**src/design/median_filter_3x3_macros.svh**
```systemverilog
// Assertion helpers shared by the filter modules.
`ifndef MEDIAN_FILTER_3X3_MACROS_SVH
`define MEDIAN_FILTER_3X3_MACROS_SVH

// Same-cycle implication.
`define MF3_ASSERT_IMPLY(label, clk, rst, ante, cons, msg) \
   label: assert property (@(posedge clk) disable iff (rst) (ante) |-> (cons)) \
      else $error(msg);

// Next-cycle implication.
`define MF3_ASSERT_NEXT(label, clk, rst, ante, cons, msg) \
   label: assert property (@(posedge clk) disable iff (rst) (ante) |=> (cons)) \
      else $error(msg);

`endif

```
**src/design/mf3_pkg.sv**
```systemverilog
package mf3_pkg;

   localparam int MAX_WIDTH_DEF  = 2048;
   localparam int MAX_HEIGHT_DEF = 2048;

   localparam int PIX_W     = 8;
   localparam int POS_W     = 11;
   localparam int CFG_W     = 12;
   localparam int CSR_IDX_W = 1;

   localparam logic [CFG_W-1:0] WIDTH_RESET  = CFG_W'(640);
   localparam logic [CFG_W-1:0] HEIGHT_RESET = CFG_W'(480);
   localparam int               MIN_DIM      = 3;

   localparam logic [CSR_IDX_W-1:0] CSR_FRAME_WIDTH  = 1'b0;
   localparam logic [CSR_IDX_W-1:0] CSR_FRAME_HEIGHT = 1'b1;

   typedef struct packed {
      logic [POS_W-1:0] row;
      logic [POS_W-1:0] column;
      logic             done;
   } meta_type;

   typedef struct packed {
      logic [PIX_W-1:0] pixel;
      logic             emit;
      meta_type         meta;
   } pixel_item_type;

   typedef struct packed {
      logic [PIX_W-1:0] lo;
      logic [PIX_W-1:0] md;
      logic [PIX_W-1:0] hi;
   } trio_type;

   typedef trio_type [2:0] rows_type;

   function automatic trio_type sort3(input logic [PIX_W-1:0] a,
                                      input logic [PIX_W-1:0] b,
                                      input logic [PIX_W-1:0] c);
      logic [PIX_W-1:0] x;
      logic [PIX_W-1:0] y;
      logic [PIX_W-1:0] z;
      logic [PIX_W-1:0] t;
      trio_type         r;
      x = a;
      y = b;
      z = c;
      if (x > y) begin
         t = x; x = y; y = t;
      end
      if (y > z) begin
         t = y; y = z; z = t;
      end
      if (x > y) begin
         t = x; x = y; y = t;
      end
      r.lo = x;
      r.md = y;
      r.hi = z;
      return r;
   endfunction

   function automatic logic [PIX_W-1:0] max2(input logic [PIX_W-1:0] a,
                                             input logic [PIX_W-1:0] b);
      return (a > b) ? a : b;
   endfunction

   function automatic logic [PIX_W-1:0] min2(input logic [PIX_W-1:0] a,
                                             input logic [PIX_W-1:0] b);
      return (a < b) ? a : b;
   endfunction

   function automatic logic [PIX_W-1:0] med3(input logic [PIX_W-1:0] a,
                                             input logic [PIX_W-1:0] b,
                                             input logic [PIX_W-1:0] c);
      return max2(min2(a, b), min2(max2(a, b), c));
   endfunction

endpackage

```
**src/design/mf3_median_select.sv**
```systemverilog
`include "median_filter_3x3_macros.svh"

module mf3_median_select (
   input  logic                         clock,
   input  logic                         reset,
   input  logic                         advance,
   input  logic                         s2_valid,
   input  mf3_pkg::rows_type             s2_rows,
   input  mf3_pkg::meta_type             s2_meta,
   output logic                         out_valid,
   output logic [mf3_pkg::PIX_W-1:0]    out_median,
   output mf3_pkg::meta_type             out_meta
);

   localparam int PW = mf3_pkg::PIX_W;

   logic              s3_valid_ff;
   mf3_pkg::trio_type s3_trio_ff;
   mf3_pkg::trio_type s3_trio_in;
   mf3_pkg::meta_type s3_meta_ff;
   logic              out_valid_ff;
   logic [PW-1:0]     out_median_ff;
   logic [PW-1:0]     out_median_in;
   mf3_pkg::meta_type out_meta_ff;

   // max of row minima, median of row medians, min of row maxima
   always_comb begin
      s3_trio_in.lo = mf3_pkg::max2(mf3_pkg::max2(s2_rows[0].lo, s2_rows[1].lo), s2_rows[2].lo);
      s3_trio_in.md = mf3_pkg::med3(s2_rows[0].md, s2_rows[1].md, s2_rows[2].md);
      s3_trio_in.hi = mf3_pkg::min2(mf3_pkg::min2(s2_rows[0].hi, s2_rows[1].hi), s2_rows[2].hi);
      out_median_in = mf3_pkg::med3(s3_trio_ff.lo, s3_trio_ff.md, s3_trio_ff.hi);
   end

   always_ff @(posedge clock) begin
      if (reset) begin
         s3_valid_ff  <= 1'b0;
         out_valid_ff <= 1'b0;
      end else if (advance) begin
         s3_valid_ff  <= s2_valid;
         out_valid_ff <= s3_valid_ff;
      end
   end

   always_ff @(posedge clock) begin
      if (advance) begin
         s3_trio_ff    <= s3_trio_in;
         s3_meta_ff    <= s2_meta;
         out_median_ff <= out_median_in;
         out_meta_ff   <= s3_meta_ff;
      end
   end

   assign out_valid  = out_valid_ff;
   assign out_median = out_median_ff;
   assign out_meta   = out_meta_ff;

   `MF3_ASSERT_NEXT(a_s3_reaches_out, clock, reset, advance && s3_valid_ff, out_valid_ff, "result lost")

endmodule

```
**config.mk**
```make
export PLATFORM = sky130hd
export DESIGN_NAME = mf3_median_select
export DESIGN_NICKNAME = d
export VERILOG_FILES = /design/src/design/mf3_pkg.sv /design/src/design/mf3_median_select.sv
export VERILOG_INCLUDE_DIRS = /design/src /design/src/design
export SDC_FILE = /design/constraint.sdc
export NUM_CORES = 1
export LEC_CHECK = 0
export BUFFER_PORTS_ARGS = -buffer_cell sky130_fd_sc_hd__buf_2
export CORE_ASPECT_RATIO = 0.75
export CORE_MARGIN = 4
export CORE_UTILIZATION = 28
export DETAILED_ROUTE_END_ITERATION = 12
export HOLD_SLACK_MARGIN = 0.1
export PLACE_DENSITY_LB_ADDON = 0.1
export SLEW_MARGIN = 20
export SYNTH_ARGS = -nofsm -noshare
export SYNTH_HDL_FRONTEND = slang
export SYNTH_SLANG_ARGS = --single-unit
export TNS_END_PERCENT = 20
```
**constraint.sdc**
```tcl
create_clock -name clock -period 8 [get_ports clock]
set_input_delay 1.2 -clock clock [delete_from_list [all_inputs] [get_ports clock]]
set_output_delay 1.2 -clock clock [all_outputs]
set_load 0.005 [all_outputs]
```
# After elaboration in Yosys (flattened, before gate mapping)
# Cells that the tools add are included.
[op_classes]
order_cmp = 12
n_mux = 12
[ops]
columns = ["op", "count"]
rows = [
  ["$mux 8", 12],
  ["$gt 8x8->1", 6],
  ["$lt 8x8->1", 6],
]
[totals]
word_cells = 36
in_bits = 99
output_inout_bits = 32
register_bits = 80

# Longest topological paths before layout
[logic_depth]
ltp_word = 6
depth_mapped = 25
ltp_nobuf = 23

# Worst setup path after synthesis
# No wires, ideal clock.
[synth_timing]
path_type = "input-to-reg"
startpoint = "in s2_rows[33] (netlist name)"
endpoint = "reg s3_trio_ff[10] (netlist name) (data pin)"
path_slack_ps = 2492
arrival_ps = 5243
n_path_buf = 1
stages = 21
path_cell_list = "inv_1 ha_1 nor2b_1 o211ai_1 a21oi_1 o22ai_2 mux2_2 ha_1 and4_1 o21ai_0 a21oi_1 a221oi_1 o21ai_4 mux2i_1 ha_1 nand3_1 o22ai_1 o21bai_1 a22oi_1 clkbuf_1 o21ai_0"
[synth_rtl]
columns = ["element", "line_no", "text"]
rows = [
  ["start: declaration", "mf3_median_select.sv:8", "input mf3_pkg::rows_type s2_rows,"],
  ["end signal: assignment", "mf3_median_select.sv:46", "s3_trio_ff <= s3_trio_in;"],
  ["end: declaration", "mf3_median_select.sv:18", "mf3_pkg::trio_type s3_trio_ff;"],
]

# Final worst setup path
[layout_timing]
startpoint = "reg s3_trio_ff[17] (netlist name)"
endpoint = "reg out_median_ff[2] (netlist: out_median[2]) (data pin)"
[layout_between]
elab_chain_len = 6
elab_cells_between_ends = 8
cone_classes = "order compare (4); mux (4)"
[layout_lines]
columns = ["element", "line_no", "text"]
rows = [
  ["$gt 8x8->1", "mf3_pkg.sv:66", "return (a > b) ? a : b;"],
  ["$mux 8", "mf3_pkg.sv:66", ""],
  ["$lt 8x8->1", "mf3_pkg.sv:71", "return (a < b) ? a : b;"],
  ["$mux 8", "mf3_pkg.sv:71", ""],
  ["$gt 8x8->1", "mf3_pkg.sv:66", ""],
  ["$mux 8 (*)", "mf3_pkg.sv:66", ""],
  ["via out_median_in[2]", "mf3_median_select.sv:23", "logic [PW-1:0] out_median_in;"],
  ["end signal: assignment", "mf3_median_select.sv:48", "out_median_ff <= out_median_in;"],
  ["end: declaration", "mf3_median_select.sv:22", "logic [PW-1:0] out_median_ff;"],
]
# Mark *: on every way through the listed nets, which the timed path passes. The rest lies on a longest branch.
# A chain may end at the register's enable or synchronous reset.

==> results.toml <==
[pwr]
p_leak_nw = 3.14
p_total_mw = 1.84
ir_drop_uv = 159
p_per_area_nw_per_um2 = 269

[drt]
viasPerCell = 4.59
drtIter0Drc = 238
vias = 4098
wl_per_cell_um = 14.5
ant_nets = 0
routed_wl_um = 13000
drcViolationCount = 0
first_pass_iters = 5

[clock_network]
cts.sinks = 80
clkTransAtPathRegs_ns = 0.06
insertion_delay_ns = 0.34
cts_setup_buffers = 0
postCtsResizedCells = 0
postCtsHoldBufs = 0
numCtsBuffers = 9
clk_path_buf_depth = 2
h-tree-depth = 3
cts_tree = "built"
cts_root_buf = "clkbuf_16"

[floorplanning]
rows = 44
dieArea_um2 = 22200
initial_utilization_pct = 28.7
die_h_um = 130
ioPinCount = 131
die_x_um = 171
core_area_um2 = 19400

[logic_synthesis]
ys_types = 51
ys_ff_latch = 80
async_reset_ff_share_pct = 0
yosys_warnings = 0
syn_avg_cell_area_um2 = 11.2
synth_fp_nets = 670
ys_seq_area_share_pct = 42.8
synth_edf_count = 78
synth_ff_type = "edfxtp_1"
synth_cells = 495
syn_area_um2 = 5570

[sta]
period_minus_slack_ns = 6.21
slew_headroom_pct = 32.9
timing.hold.ws_ns = 0.418
maxSlewViolCount = 0
worst_slew_pin_slew_ns = 1.01
min_period_over_period_pct = 77.7
setup_viol = 0
fin_skew_ns = 0.00976
tns_ns = 0
finalHoldViolCount = 0
rsz0062_at_grt = "no"
fmaxAchievable_mhz = 161

[setup_path]
critPathMaxFanout = 16
worstSetupPathType = "reg -> reg"
cpMostUsedCell = "ha_1"
path_delay_family = "compound AO/OA/AOI/OAI gates"
cpPeakStageDelay_ns = 0.60
crit_buf_inv = 1
cp-end-kind = "flip-flop"
arrival_ns = 6.29
crit_slowest_cell = "o21ai_1"
required_ns = 8.08
rrSetupSlack_ns = 1.79
crit_chain = "ha_1 > nor2b_1 > o211ai_2 > a21oi_2 > o21ai_1 > mux2_2 > ha_1 > o21a_1 > o21a_1 > o211a_1 > a211oi_1 > o31a_1 > mux2_2 > ha_1 > nor2b_1 > o21bai_1 > a31o_2 > a21oi_1 > buf_4 > nor2_1 > a22o_1 > a221o_1"
worstSetupStartpointType = "flip-flop"

[global_routing]
grtUsageTotal_pct = 12.0
grt_pass1_wl_um = 21200
use_met2_pct = 18.0
use_met3_pct = 3.12
busiest_layer = "met2"
antenna_found_initial = 0
grt_max_degree = 81
first_global_vias = 4247
overflow = 0
grt_use_met1_pct = 17.3

[cells_and_area]
nets = 809
multi_input_area_um2 = 2930
fill_cells = 1967
syn_to_final_growth_pct = 22.4
layout_commonest_cell = "buf_2"
diodes = 0
drive_gt1_share_pct = 33.6
mostFrequentLayoutCells = "129 x buf_2, 78 x edfxtp_1, 76 x ha_1"
regArea_um2 = 2380

[flow_run]
cap_violations = 0

[worst_hold_path]
hp-class = "reg -> reg"

[outcome]
status = "complete, no violations"

[placed_design]
dp_hpwl_um = 10600
gp_congestion = 0.824
port_buffers = 130
cell families (layout without fill, tap and decap cells):
logic type      after synthesis  in the layout  share of synthesized area (%)
buf+inv                      68            212                           4.65
fa+ha+maj                    76             76                           17.1
simple gates                 96             96                           8.43
mux                          63             63                           13.0
flops                        80             80                           42.8
compound gates              112            112                           14.1
flip-flops by register name, indices dropped and copies added (netlist names):
register / flops
s3_trio_ff: 24
out_meta: 23
s3_meta_ff: 23
out_median: 8
out_valid: 1
s3_valid_ff: 1
per-stage QoR:
step | cells | area [um2] | utilization (%) | setup slack, ns
4_1_cts | 891 | 6810 | 35.0 | 1.81
2_1_floorplan | 495 | 5570 | - | 2.49
5_1_grt | 892 | 6820 | 35.1 | 1.30
3_5_place_dp | 875 | 6530 | 33.6 | 1.57
6_report | 892 | 6820 | 35.1 | 1.79
3_3_place_gp | 875 | 6530 | 33.6 | 1.83
worst register-to-register path: cells and delay by family (launching register included):
| family | cells | cell delay (ns) |
|---|---|---|
| AOI/OAI and AO/OA | 13 | 3.25 |
| adders and majority gates | 3 | 0.76 |
| buffers and inverters | 1 | 0.22 |
| DFF | 1 | 0.44 |
| muxes | 2 | 0.87 |
| and+or+nand+nor | 3 | 0.43 |
power breakdown:
group	internal (mW)	switching [mW]	total, mW
Sequential	0.564	0.0331	0.597
Combinational	0.399	0.456	0.855
Clock	0.213	0.171	0.384
Total	1.18	0.660	1.84
final cells by class:
class	count	share of cell area, %
Clock inverter	7	0.807
Clock buffer	9	3.30
Timing Repair Buffer	133	9.91
Inverter	63	3.47
Multi-Input combinational cell	347	42.9
Sequential cell	80	34.9
Tap cell	253	4.64
final timing paths:
| check | to | start | cells past startpoint |
|---|---|---|---|
| setup reg to reg | out_median[2]$_DFFE_PP_ | s3_trio_ff[17]$_DFFE_PP_ | 22 |
| setup / recovery | out_median[2]$_DFFE_PP_ | s3_trio_ff[17]$_DFFE_PP_ | 22 |
| hold reg to reg | out_meta[22]$_DFFE_PP_ | s3_meta_ff[22]$_DFFE_PP_ | 0 |
| hold / removal | out_meta[22]$_DFFE_PP_ | s3_meta_ff[22]$_DFFE_PP_ | 0 |
synth_stat cells, types with 2 or more instances:
cell type	number	area [um2]
edfxtp_1	78	2340
inv_1	63	236
a31o_2	2	17.5
o21a_1	6	45.0
o21ai_0	21	105
nor2_1	25	93.8
o21ai_1	3	15.0
mux2i_1	11	110
a211oi_1	3	22.5
mux2_2	45	507
clkbuf_1	2	7.51
a221o_1	7	70.1
buf_2	3	15.0
o22ai_2	2	25.0
mux2_4	7	105
and4_1	3	26.3
nor2b_1	7	43.8
nand3_1	9	45.0
nor2_2	2	12.5
dfxtp_1	2	40.0
ha_1	76	951
o21ai_2	2	17.5
and3_1	4	25.0
a22o_1	7	61.3
nand2_1	31	116
a211o_1	2	17.5
a21o_1	9	67.6
nor3_1	3	15.0
a21oi_1	30	150
nand4_1	7	43.8
o21bai_1	3	22.5
per-layer routing:
metal  share of wire (%)  wire length, um
met1                  52             6720
met2                  41             5370
met3                 5.8              752
met4                0.96              125
met5                   0                0
(Power assumes the default switching activity.)
